## src/sv/hs_pkg.sv

```systemverilog
`timescale 1ns / 1ps
// Shared sizes and types for the heap sorter.
package hs_pkg;

  localparam int DEPTH = 64;
  localparam int DW    = 32;
  localparam int AW    = (DEPTH > 1) ? $clog2(DEPTH) : 1;
  localparam int CW    = $clog2(DEPTH + 1);
  localparam int IW    = AW + 2;

  typedef logic signed [DW-1:0] data_t;
  typedef logic [AW-1:0]        addr_t;
  typedef logic [CW-1:0]        cnt_t;
  typedef logic [IW-1:0]        idx_t;

endpackage

```

## src/sv/hs_if.sv

```systemverilog
`timescale 1ns / 1ps
// Valid/ready channels for heap sorter input items and sorted results.
interface hs_in_if;
  logic            valid;
  logic            ready;
  hs_pkg::data_t   value;
  logic            last;

  modport source (output valid, output value, output last, input ready);
  modport sink   (input valid, input value, input last, output ready);
endinterface

interface hs_out_if;
  logic            valid;
  logic            ready;
  hs_pkg::data_t   sorted_value;
  logic            final_res;

  modport source (output valid, output sorted_value, output final_res, input ready);
  modport sink   (input valid, input sorted_value, input final_res, output ready);
endinterface

```

## src/sv/heap_sorter_unit.sv

```systemverilog
`timescale 1ns / 1ps
// Heap sorter top level: load store, heap build/sort sequencer, result stage.
//
// Loading: one input beat per cycle while idle; a beat with last closes the set.
// Sorting: the sequencer reuses one signed comparator and the store's single
// read port; each sift-down level steps through left read, right read,
// compare and move, and each extraction adds a root/last swap before the
// next sift-down from the root.
// Output: each result beat is read, then loaded once the result register is free.
// Reset (synchronous, rst high) clears the count and the sequencer; the store
// keeps its contents and is never read beyond what the current set wrote.
module heap_sorter_unit (
  input  logic            clk,
  input  logic            rst,
  hs_in_if.sink           items,
  hs_out_if.source        results
);

  // Sequencer state codes
  localparam logic [3:0] ST_IDLE    = 4'd0;
  localparam logic [3:0] ST_BLD     = 4'd1;
  localparam logic [3:0] ST_BLD_CAP = 4'd2;
  localparam logic [3:0] ST_LREQ    = 4'd3;
  localparam logic [3:0] ST_RREQ    = 4'd4;
  localparam logic [3:0] ST_RCMP    = 4'd5;
  localparam logic [3:0] ST_MOVE    = 4'd6;
  localparam logic [3:0] ST_SW_A    = 4'd7;
  localparam logic [3:0] ST_SW_B    = 4'd8;
  localparam logic [3:0] ST_SW_C    = 4'd9;
  localparam logic [3:0] ST_EM_RD   = 4'd10;
  localparam logic [3:0] ST_EM_LD   = 4'd11;

  logic [3:0]    state;
  hs_pkg::cnt_t  count;     // values stored in the open set
  hs_pkg::cnt_t  n;         // size of the set being sorted
  hs_pkg::cnt_t  k;         // build: parents left; sort: live heap size
  hs_pkg::cnt_t  size;      // heap size of the current sift-down
  hs_pkg::cnt_t  e;         // emit pointer
  hs_pkg::addr_t node;      // hole position of the current sift-down
  hs_pkg::data_t val;       // value being sifted
  hs_pkg::data_t best;      // largest of val and children seen so far
  hs_pkg::idx_t  best_idx;
  logic          take;      // a child beats val
  logic          bld;       // in the heap build phase

  logic          out_valid;
  hs_pkg::data_t out_value;
  logic          out_final;

  // Store port signals
  logic          we;
  hs_pkg::addr_t waddr;
  hs_pkg::data_t wdata;
  hs_pkg::addr_t raddr;
  hs_pkg::data_t rdata;

  // Derived values
  hs_pkg::idx_t  lc;
  hs_pkg::idx_t  rc;
  hs_pkg::cnt_t  k_m1;
  hs_pkg::cnt_t  cnt_new;
  logic          lc_ok;
  logic          rc_ok;
  logic          cmp_gt;
  hs_pkg::data_t cmp_b;
  logic          load_ok;
  logic          room;
  logic          accept;

  hs_ram #(
    .WIDTH (hs_pkg::DW),
    .DEPTH (hs_pkg::DEPTH)
  ) u_store (
    .clk   (clk),
    .we    (we),
    .waddr (waddr),
    .wdata (wdata),
    .raddr (raddr),
    .rdata (rdata)
  );

  assign items.ready          = (state == ST_IDLE);
  assign accept               = items.valid && items.ready;
  assign results.valid        = out_valid;
  assign results.sorted_value = out_value;
  assign results.final_res    = out_final;

  always_comb begin
    lc      = {1'b0, node, 1'b1};
    rc      = lc + hs_pkg::idx_t'(1);
    k_m1    = k - hs_pkg::cnt_t'(1);
    lc_ok   = lc < hs_pkg::idx_t'(size);
    rc_ok   = rc < hs_pkg::idx_t'(size);
    room    = count < hs_pkg::cnt_t'(hs_pkg::DEPTH);
    cnt_new = room ? count + hs_pkg::cnt_t'(1) : count;
    load_ok = !out_valid || results.ready;
    // The one comparator: left child against val, then right child against
    // the winner so far.
    cmp_b   = (state == ST_RCMP) ? best : val;
    cmp_gt  = rdata > cmp_b;

    we    = 1'b0;
    waddr = node;
    wdata = val;
    raddr = node;
    unique case (state)
      ST_IDLE: begin
        we    = accept && room;
        waddr = count[hs_pkg::AW-1:0];
        wdata = items.value;
      end
      ST_BLD:     raddr = k_m1[hs_pkg::AW-1:0];
      ST_BLD_CAP: raddr = node;
      ST_LREQ: begin
        raddr = lc[hs_pkg::AW-1:0];
        we    = !lc_ok;           // leaf reached: drop val into the hole
      end
      ST_RREQ:    raddr = rc[hs_pkg::AW-1:0];
      ST_RCMP:    raddr = node;
      ST_MOVE: begin
        we    = 1'b1;             // child moves up, or val settles here
        wdata = take ? best : val;
      end
      ST_SW_A:    raddr = k_m1[hs_pkg::AW-1:0];
      ST_SW_B:    raddr = '0;
      ST_SW_C: begin
        // old root goes to the freed tail slot
        we    = 1'b1;
        waddr = k_m1[hs_pkg::AW-1:0];
        wdata = rdata;
      end
      ST_EM_RD, ST_EM_LD: raddr = e[hs_pkg::AW-1:0];
      default: ;
    endcase
  end

  // Sequencer
  always_ff @(posedge clk) begin
    if (rst) begin
      state <= ST_IDLE;
      count <= '0;
      bld   <= 1'b0;
    end else begin
      unique case (state)
        ST_IDLE: begin
          if (accept) begin
            if (items.last) begin
              n     <= cnt_new;
              k     <= cnt_new >> 1;
              count <= '0;
              bld   <= 1'b1;
              state <= ST_BLD;
            end else begin
              count <= cnt_new;
            end
          end
        end
        ST_BLD: begin
          if (k == '0) begin
            bld   <= 1'b0;
            k     <= n;
            state <= ST_SW_A;
          end else begin
            size  <= n;
            node  <= k_m1[hs_pkg::AW-1:0];
            state <= ST_BLD_CAP;
          end
        end
        ST_BLD_CAP: begin
          val   <= rdata;
          state <= ST_LREQ;
        end
        ST_LREQ: begin
          if (!lc_ok) begin
            k     <= k_m1;
            state <= bld ? ST_BLD : ST_SW_A;
          end else begin
            state <= ST_RREQ;
          end
        end
        ST_RREQ: begin
          if (cmp_gt) begin
            best     <= rdata;
            best_idx <= lc;
            take     <= 1'b1;
          end else begin
            best     <= val;
            take     <= 1'b0;
          end
          state <= rc_ok ? ST_RCMP : ST_MOVE;
        end
        ST_RCMP: begin
          if (cmp_gt) begin
            best     <= rdata;
            best_idx <= rc;
            take     <= 1'b1;
          end
          state <= ST_MOVE;
        end
        ST_MOVE: begin
          if (take) begin
            node  <= best_idx[hs_pkg::AW-1:0];
            state <= ST_LREQ;
          end else begin
            k     <= k_m1;
            state <= bld ? ST_BLD : ST_SW_A;
          end
        end
        ST_SW_A: begin
          if (k > hs_pkg::cnt_t'(1)) begin
            state <= ST_SW_B;
          end else begin
            e     <= '0;
            state <= ST_EM_RD;
          end
        end
        ST_SW_B: begin
          val   <= rdata;
          state <= ST_SW_C;
        end
        ST_SW_C: begin
          node  <= '0;
          size  <= k_m1;
          state <= ST_LREQ;
        end
        ST_EM_RD: state <= ST_EM_LD;
        ST_EM_LD: begin
          if (load_ok) begin
            if (e == n - hs_pkg::cnt_t'(1)) begin
              state <= ST_IDLE;
            end else begin
              e     <= e + hs_pkg::cnt_t'(1);
              state <= ST_EM_RD;
            end
          end
        end
        default: state <= ST_IDLE;
      endcase
    end
  end

  // Result register: load a beat when the slot is free, clear it when taken
  always_ff @(posedge clk) begin
    if (rst) begin
      out_valid <= 1'b0;
    end else if (state == ST_EM_LD && load_ok) begin
      out_valid <= 1'b1;
    end else if (results.ready) begin
      out_valid <= 1'b0;
    end
  end

  always_ff @(posedge clk) begin
    if (state == ST_EM_LD && load_ok) begin
      out_value <= rdata;
      out_final <= (e == n - hs_pkg::cnt_t'(1));
    end
  end

`ifndef SYNTHESIS
  a_count_bound: assert property (@(posedge clk) disable iff (rst)
    count <= hs_pkg::cnt_t'(hs_pkg::DEPTH))
    else $error("element count above store depth");

  a_move_in_heap: assert property (@(posedge clk) disable iff (rst)
    (state == ST_MOVE) |-> (hs_pkg::idx_t'(node) < hs_pkg::idx_t'(size)))
    else $error("sift-down write outside live heap");

  a_size_valid: assert property (@(posedge clk) disable iff (rst)
    (state == ST_LREQ) |-> (size != '0 && size <= n))
    else $error("sift-down heap size out of range");

  a_load_only_emit: assert property (@(posedge clk) disable iff (rst)
    $rose(out_valid) |-> ($past(state) == ST_EM_LD))
    else $error("result beat raised outside emit");
`endif

endmodule

```

## src/sv/hs_ram.sv

```systemverilog
`timescale 1ns / 1ps
// Generic single-write, single-read RAM with registered read data.
module hs_ram #(
  parameter int WIDTH = 32,
  parameter int DEPTH = 64
) (
  input  logic                                     clk,
  input  logic                                     we,
  input  logic [((DEPTH > 1) ? $clog2(DEPTH) : 1)-1:0] waddr,
  input  logic [WIDTH-1:0]                         wdata,
  input  logic [((DEPTH > 1) ? $clog2(DEPTH) : 1)-1:0] raddr,
  output logic [WIDTH-1:0]                         rdata
);

  logic [WIDTH-1:0] mem [DEPTH];

  always_ff @(posedge clk) begin
    if (we) begin
      mem[waddr] <= wdata;
    end
    rdata <= mem[raddr];
  end

endmodule

```

## src/flat_wrapper.sv

```systemverilog
// flat-port wrapper written by rule: the top's interface ports become plain ports
module heap_sorter_unit_flat 
  (clk, rst, items_valid, items_value, items_last, items_ready, results_valid, results_sorted_value, results_final_res, results_ready);
  hs_in_if items_i ();
  hs_out_if results_i ();
  input  logic clk;
  input  logic rst;
  input wire logic [$bits(items_i.valid)-1:0] items_valid;
  input wire logic [$bits(items_i.value)-1:0] items_value;
  input wire logic [$bits(items_i.last)-1:0] items_last;
  output wire logic [$bits(items_i.ready)-1:0] items_ready;
  output wire logic [$bits(results_i.valid)-1:0] results_valid;
  output wire logic [$bits(results_i.sorted_value)-1:0] results_sorted_value;
  output wire logic [$bits(results_i.final_res)-1:0] results_final_res;
  input wire logic [$bits(results_i.ready)-1:0] results_ready;
  assign items_i.valid = items_valid;
  assign items_i.value = items_value;
  assign items_i.last = items_last;
  assign items_ready = items_i.ready;
  assign results_valid = results_i.valid;
  assign results_sorted_value = results_i.sorted_value;
  assign results_final_res = results_i.final_res;
  assign results_i.ready = results_ready;
  heap_sorter_unit u_core (.clk(clk), .rst(rst), .items(items_i), .results(results_i));
endmodule
```

## config.mk

```make
export PLATFORM = sky130hd
export DESIGN_NAME = heap_sorter_unit_flat
export DESIGN_NICKNAME = d
export VERILOG_FILES = /design/src/sv/hs_pkg.sv /design/src/sv/hs_if.sv /design/src/sv/heap_sorter_unit.sv /design/src/sv/hs_ram.sv /design/src/flat_wrapper.sv
export SDC_FILE = /design/constraint.sdc
export NUM_CORES = 2
export LEC_CHECK = 0
export BUFFER_PORTS_ARGS = -buffer_cell sky130_fd_sc_hd__buf_2
export CAP_MARGIN = 0
export CORE_MARGIN = 1.5
export CORE_UTILIZATION = 40
export DETAILED_ROUTE_END_ITERATION = 10
export PLACE_DENSITY_LB_ADDON = 0.12
export SLEW_MARGIN = 10
export SYNTH_ARGS = -nofsm -noshare
export SYNTH_HDL_FRONTEND = slang
export SYNTH_SLANG_ARGS = --single-unit
```

## constraint.sdc

```tcl
create_clock -name clk -period 9.8 [get_ports clk]
set_clock_uncertainty 0.15 [all_clocks]
set_input_delay 0 -clock clk [delete_from_list [all_inputs] [get_ports clk]]
set_output_delay 0 -clock clk [all_outputs]
set_load 0.005 [all_outputs]
```

# --- Word-level counts from Yosys, hierarchy flattened ---
# Memories as Yosys holds them, arrays and structs flattened. A register that Yosys moved wholly into a read port is not among the register bits.
# Cells that the tools add are included.
totals:
  ram_bits: 2048
  in_bits: 37
  ff_bits: 151
  memories: 1
  out_inout_bits: 35
mem_list:
  columns: ["memory", "words", "width", "read_ports", "rd_clocked_by_memory_dff", "wr", "line", "text"]
  rows:
  - ["u_core.u_store.mem", 64, 32, 1, 1, 1, "hs_ram.sv:15", "logic [WIDTH-1:0] mem [DEPTH];"]
op_classes:
  n_lt_le_gt_ge: 5
  n_bitwise: 1
  mux: 51
  reduce_logical: 31
  n_addsub: 5
  eq_ne: 24
ops:
  columns: ["operator", "n"]
  rows:
  - ["32-bit 2-to-1 mux", 4]
  - ["32-bit case mux with 3 select lines", 1]
  - ["7-bit 2-to-1 mux", 11]
  - ["32-bit case mux with 2 select lines", 1]
  - ["4-bit case mux with 11 select lines", 1]
  - ["32-bit greater-than comparator", 1]
  - ["6-bit case mux with 5 select lines", 1]
  - ["7-bit case mux with 2 select lines", 2]
  - ["7-bit case mux with 4 select lines", 1]
  - ["4-bit 2-to-1 mux", 6]
  - ["6-bit 2-to-1 mux", 4]
  - ["6-bit case mux with 2 select lines", 2]
  - ["6-bit case mux with 3 select lines", 1]
  - ["4-bit by 3-bit == test with 1-bit output, second input constant", 4]
  - ["4-bit == test, second input constant", 4]
  - ["4-bit AND reduction", 4]
  - ["7-bit by 1-bit adder with 7-bit output, second input constant", 2]
  - ["2-bit != test, second input constant", 7]
  - ["7-bit by 1-bit subtractor with 7-bit output, second input constant", 2]
  - ["2-bit by 1-bit != test with 1-bit output, second input constant", 5]
  - ["2-bit nonzero test", 5]
  - ["2-bit OR reduction", 5]
  - ["1-bit 2-to-1 mux", 9]
  - ["3-bit AND reduction", 3]
  - ["other kinds (23)", 31]

# --- Depth between registers and ports, before layout ---
depth:
  word_depth: 6
  ltp_mapped: 18
  mapped_depth_nobuf: 14

# --- Modules after synthesis ---
# From an unflattened synthesis, not the netlist that was laid out.
unflattened:
  cells_unflattened: 4096
  area_unflattened_um2: 87117.3
modules_own_cells:
  columns: ["mod", "area_per_inst_um2", "seq_area_each_um2", "cells_per_inst", "instances"]
  rows:
  - ["hs_ram", 78515.3, 62139.6, 3324, 1]
  - ["heap_sorter_unit", 8602.0, 4404.2, 772, 1]

# --- Least setup slack after synthesis ---
# OpenSTA, ideal clock, no wires.
synth_timing:
  path_kind: "register to register"
  startpoint: "register u_core.state[0]"
  endpoint: "register u_core.best[0] (enable)"
  period_less_slack_ns: 8.606
  required_ns: 9.048
  setup_slack_ns: 1.194
  stages_incl_launch_ff: 14
  arrival_time_ns: 7.853
  path_buffers: 2
  setup_time_ns: 0.602
  path_cell_list: "dfxtp_1 > buf_2 > nand2b_1 > nor2_1 > buf_1 > mux2i_1 > ha_1 > nand3_1 > or2_2 > nor3_1 > nand2_1 > o21ai_0 > nand2_1 > a2111oi_0"
synth_via:
  elab_chain_len: 5
synth_rtl:
  columns: ["element", "line", "text"]
  rows:
  - ["start, declared", "heap_sorter_unit.sv:33", "logic [3:0] state;"]
  - ["start signal, assigned", "heap_sorter_unit.sv:176", "state <= bld ? ST_BLD : ST_SW_A;"]
  - ["start signal, assigned", "heap_sorter_unit.sv:190", "state <= rc_ok ? ST_RCMP : ST_MOVE;"]
  - ["start signal, assigned", "heap_sorter_unit.sv:206", "state <= bld ? ST_BLD : ST_SW_A;"]
  - ["4-bit by 3-bit == test with 1-bit output", "heap_sorter_unit.sv:99, heap_sorter_unit.sv:144", null]
  - ["32-bit 2-to-1 mux", "heap_sorter_unit.sv:99", "cmp_b = (state == ST_RCMP) ? best : val;"]
  - ["32-bit greater-than comparator", "heap_sorter_unit.sv:100", "cmp_gt = rdata > cmp_b;"]
  - ["2-bit by 1-bit != test with 1-bit output (no line)", null, null]
  - ["3-bit AND reduction (no line) *", null, null]
  - ["end signal, assigned", "heap_sorter_unit.sv:183", "best <= rdata;"]
  - ["end signal, assigned", "heap_sorter_unit.sv:187", "best <= val;"]
  - ["end signal, assigned", "heap_sorter_unit.sv:194", "best <= rdata;"]
  - ["end, declared", "heap_sorter_unit.sv:41", "hs_pkg::data_t best;"]
# Every way passes the cells marked *; elsewhere a longest branch is shown, timed or not.
# A chain may end at the register's enable or synchronous reset.

# --- Worst setup path after layout ---
layout_timing:
  startpoint: "register u_core.state[0]"
  endpoint: "register u_core.best[10] (data pin)"
layout_via:
  elab_chain_len: 5
layout_rtl:
  columns: ["element", "line", "text"]
  rows:
  - ["4-bit by 3-bit == test with 1-bit output", "heap_sorter_unit.sv:99, heap_sorter_unit.sv:144", null]
  - ["32-bit 2-to-1 mux", "heap_sorter_unit.sv:99", null]
  - ["32-bit greater-than comparator", "heap_sorter_unit.sv:100", null]
  - ["32-bit 2-to-1 mux", "heap_sorter_unit.sv:182", "if (cmp_gt) begin"]
  - ["32-bit case mux with 2 select lines *", "heap_sorter_unit.sv:144", "unique case (state)"]
# Marked as above.

==> run_results.csv <==
group,metric,value,unit
timing,hold_ws,-0.01322,ns
die,io-pin-count,72,
final_layout,design_area,0.09901,mm^2
timing,relSlewSlack,15.33,%
pwr,ir_drop,0.3321,mV
global_routing,grt_max_degree,117,
detailed_routing,drt_first_pass_iters,6,
detailed_routing,wl_per_cell,33.13,um
pwr,finalPower,0.03114,W
clock_network,htree_levels,4,
synthesis,synth-seq-cells,2231,
final_layout,drive_above_1_share,27.46,%
synthesis,synth_top_area_share,76.11,%
placed_design,place_hpwl,132600,um
timing,maxSlewViolCount,0,
synthesis,synth_most_common_cell,"edfxtp_1",
synthesis,ys_top_cells_by_count,"edfxtp_1, mux4_2, a22oi_1, clkbuf_1, nand2_1",
synthesis,ys_warn_count,0,
synthesis,yosys.area.top_type,"edfxtp_1",
setup_path,crit_fanout,29,
synthesis,synth_edf_count,2186,
die,start_util,40.23,%
timing,rsz0062_at_grt,"false",
setup_path,endpoint_kind,"register",
synthesis,synth_area,0.08625,mm^2
clock_network,cts_made_buffers,226,
final_layout,fin_cells,7317,
timing,setup_violations,0,
detailed_routing,avgViaCountPerCell,5.874,
timing,min_period,5.887,ns
synthesis,ys_seq_area_share,77.15,%
die,rows,170,
synthesis,avgSynthCellArea,21.52,um^2
setup_path,arrival,6.36,ns
clock_network,clockBufferDepth,3,
die,core_area,0.2144,mm^2
job,cap_violations,0,
synthesis,synth_ff_type,"edfxtp_1",
detailed_routing,wl,242400,um
placed_design,dp_slack,3.951,ns
final_layout,nets,4359,
die,die_x,467.4,um
clock_network,insertion_delay,0.89,ns
die,die_y,467.4,um
global_routing,grt_usage,22.14,%
hold_path,hold_class,"in2reg",
synthesis,ys_types,64,
placed_design,portBuffers,71,
global_routing,grt_pass1_vias,42839,
detailed_routing,num_vias,42983,
clock_network,cts_sinks,2231,
global_routing,globalRouteOverflowTotal,0,
detailed_routing,drt_iter0_markers,5368,
clock_network,clockRootBuffer,"clkbuf_16",
timing,hold_viol,9,
die,fp.dieArea,0.2184,mm^2
clock_network,cts_resized,0,
pwr,leakage,30.91,nW
timing,setup_tns,0,ns
synthesis,ys_top_cells_by_area,"edfxtp_1, mux4_2, a22oi_1, dfxtp_1, ha_1",
setup_path,critPathLaunchType,"register",
status,violations,"hold timing",
setup_path,crit_type,"reg2reg",
detailed_routing,drc,0,
global_routing,grt_pass1_wl,337100,um
timing,layout_setup_ws,3.913,ns
clock_network,path_clk_slew,0.06,ns
synthesis,syn_nets,4095,
final_layout,areaGrowthSynthToFinish,14.80,%
synthesis,ys_async_sr_fraction,0,%
placed_design,gp_congestion,0.8654,
clock_network,cts_tree,"built",
pwr,p_per_area,314.6,mW/mm^2
timing,worstMarginPinSlew,1.270,ns
synthesis,netlist_instances,4008,
setup_path,worstPathRequired,10.27,ns
detailed_routing,postRouteAntennaNets,0,
global_routing,antenna_found_initial,18,
placed_design,postPlaceCellArea,0.09126,mm^2
timing,finalCritPeriodShare,60.07,%
status,outcome,"finished, violations left",
placed_design,placedCellCount,6857,
timing,fmax,0.1699,GHz
[critical path: stages (launching register included)]
cell	delay, ns
dfxtp_1	0.95
nand2b_1	0.35
nor2_2	0.17
buf_4	0.38
inv_1	0.57
mux2i_1	0.33
ha_1	0.28
a21o_1	0.16
a21o_1	0.17
a21oi_1	0.16
o21ai_0	0.11
a221oi_1	0.27
o21ai_0	0.22
a21oi_4	0.56
buf_4	0.38
mux2_2	0.37
[power breakdown]
group / leakage, nW / total, W / internal [W] / switching (W)
clock: 3.67 / 0.00870 / 0.00501 / 0.00369
combinational: 7.12 / 0.00929 / 0.00320 / 0.00609
sequential: 20.1 / 0.0132 / 0.0128 / 0.000402
total: 30.9 / 0.0311 / 0.0210 / 0.0102
[cell families after synthesis]
logic type / after synthesis / share of synthesized area [%]
AOI/OAI and AO/OA: 440 / 3.924
xor gates and xnor gates: 37 / 0.3757
adders and majority gates: 50 / 0.7253
buffers and inverters: 233 / 1.143
DFF: 2231 / 77.15
muxes: 574 / 14.08
and+or+nand+nor: 443 / 2.603
[cells in the final DEF (no fill, tap or decap), drive strengths merged, types with 30 or more instances in the layout]
cell type / netlist / layout
a222oi: 32 / 32
a22oi: 261 / 261
buf: 82 / 223
clkbuf: 130 / 304
clkinv: 0 / 87
dfxtp: 45 / 45
edfxtp: 2186 / 2186
ha: 50 / 50
inv: 21 / 30
mux2: 32 / 32
mux2i: 34 / 34
mux4: 508 / 508
nand2: 122 / 122
nand4: 69 / 69
nor2: 115 / 115
or2: 32 / 32
[metal layers]
layer | global-route usage (%) | wire length (um) | vias up
met5 | 0 | 17 | -
met4 | 5.337 | 5066 | 4
met3 | 4.568 | 17160 | 286
met2 | 33.71 | 111200 | 1589
met1 | 32.72 | 109000 | 23468
li1 | - | - | 17636
[registers in the layout, summed over array words and instances (netlist names), 7 cells and up]
signal                       cells
u_core.u_store.mem            2048
u_core.e                         7
u_core.results.sorted_value     32
u_core.k                         7
u_core.n                         7
u_core.best                     32
u_core.val                      32
u_core.u_store.rdata            32
u_core.count                     7
u_core.size                      7
[stage by stage]
step                utilization [%]  hold WS, ns
floorplan                         -      0.01830
global route                  46.17      0.02436
CTS                           46.16     0.008774
finish                        46.18     -0.01322
detailed placement            42.56       0.2117
global placement              42.56       0.2035
[final timing paths]
check / from / to / slack [ns] / cells after the start
max reg2reg: u_core.state[0]$_SDFFE_PP0P_ / u_core.best[10]$_DFFE_PP_ / 3.91 / 15
min reg2reg: u_core.best_idx[0]$_SDFFCE_PP1P_ / u_core.node[0]$_DFFE_PP_ / 0.40 / 2
max: u_core.state[0]$_SDFFE_PP0P_ / u_core.best[10]$_DFFE_PP_ / 3.91 / 15
min: items_value[17] / u_core.u_store.mem[13][17]$_DFFE_PP_ / -0.01 / 3
[what timing repair did]
action                    in CTS  in global routing
hold buffers                  25                  0
buffers inserted               0                  0
hold endpoints to repair     595                  0
[layout make-up]
| type | count | area (um^2) |
|---|---|---|
| diodes | 10 | 25.02 |
| clock inverters | 121 | 1328 |
| well taps | 2838 | 3551 |
| fillers | 17945 | 115400 |
| clock buffers | 304 | 6141 |
| inverters | 21 | 78.83 |
| repair buffers | 248 | 1859 |
| multi-input cells | 1544 | 19490 |
| flip-flops and latches | 2231 | 66540 |
Power figures use the tool's default switching activity.
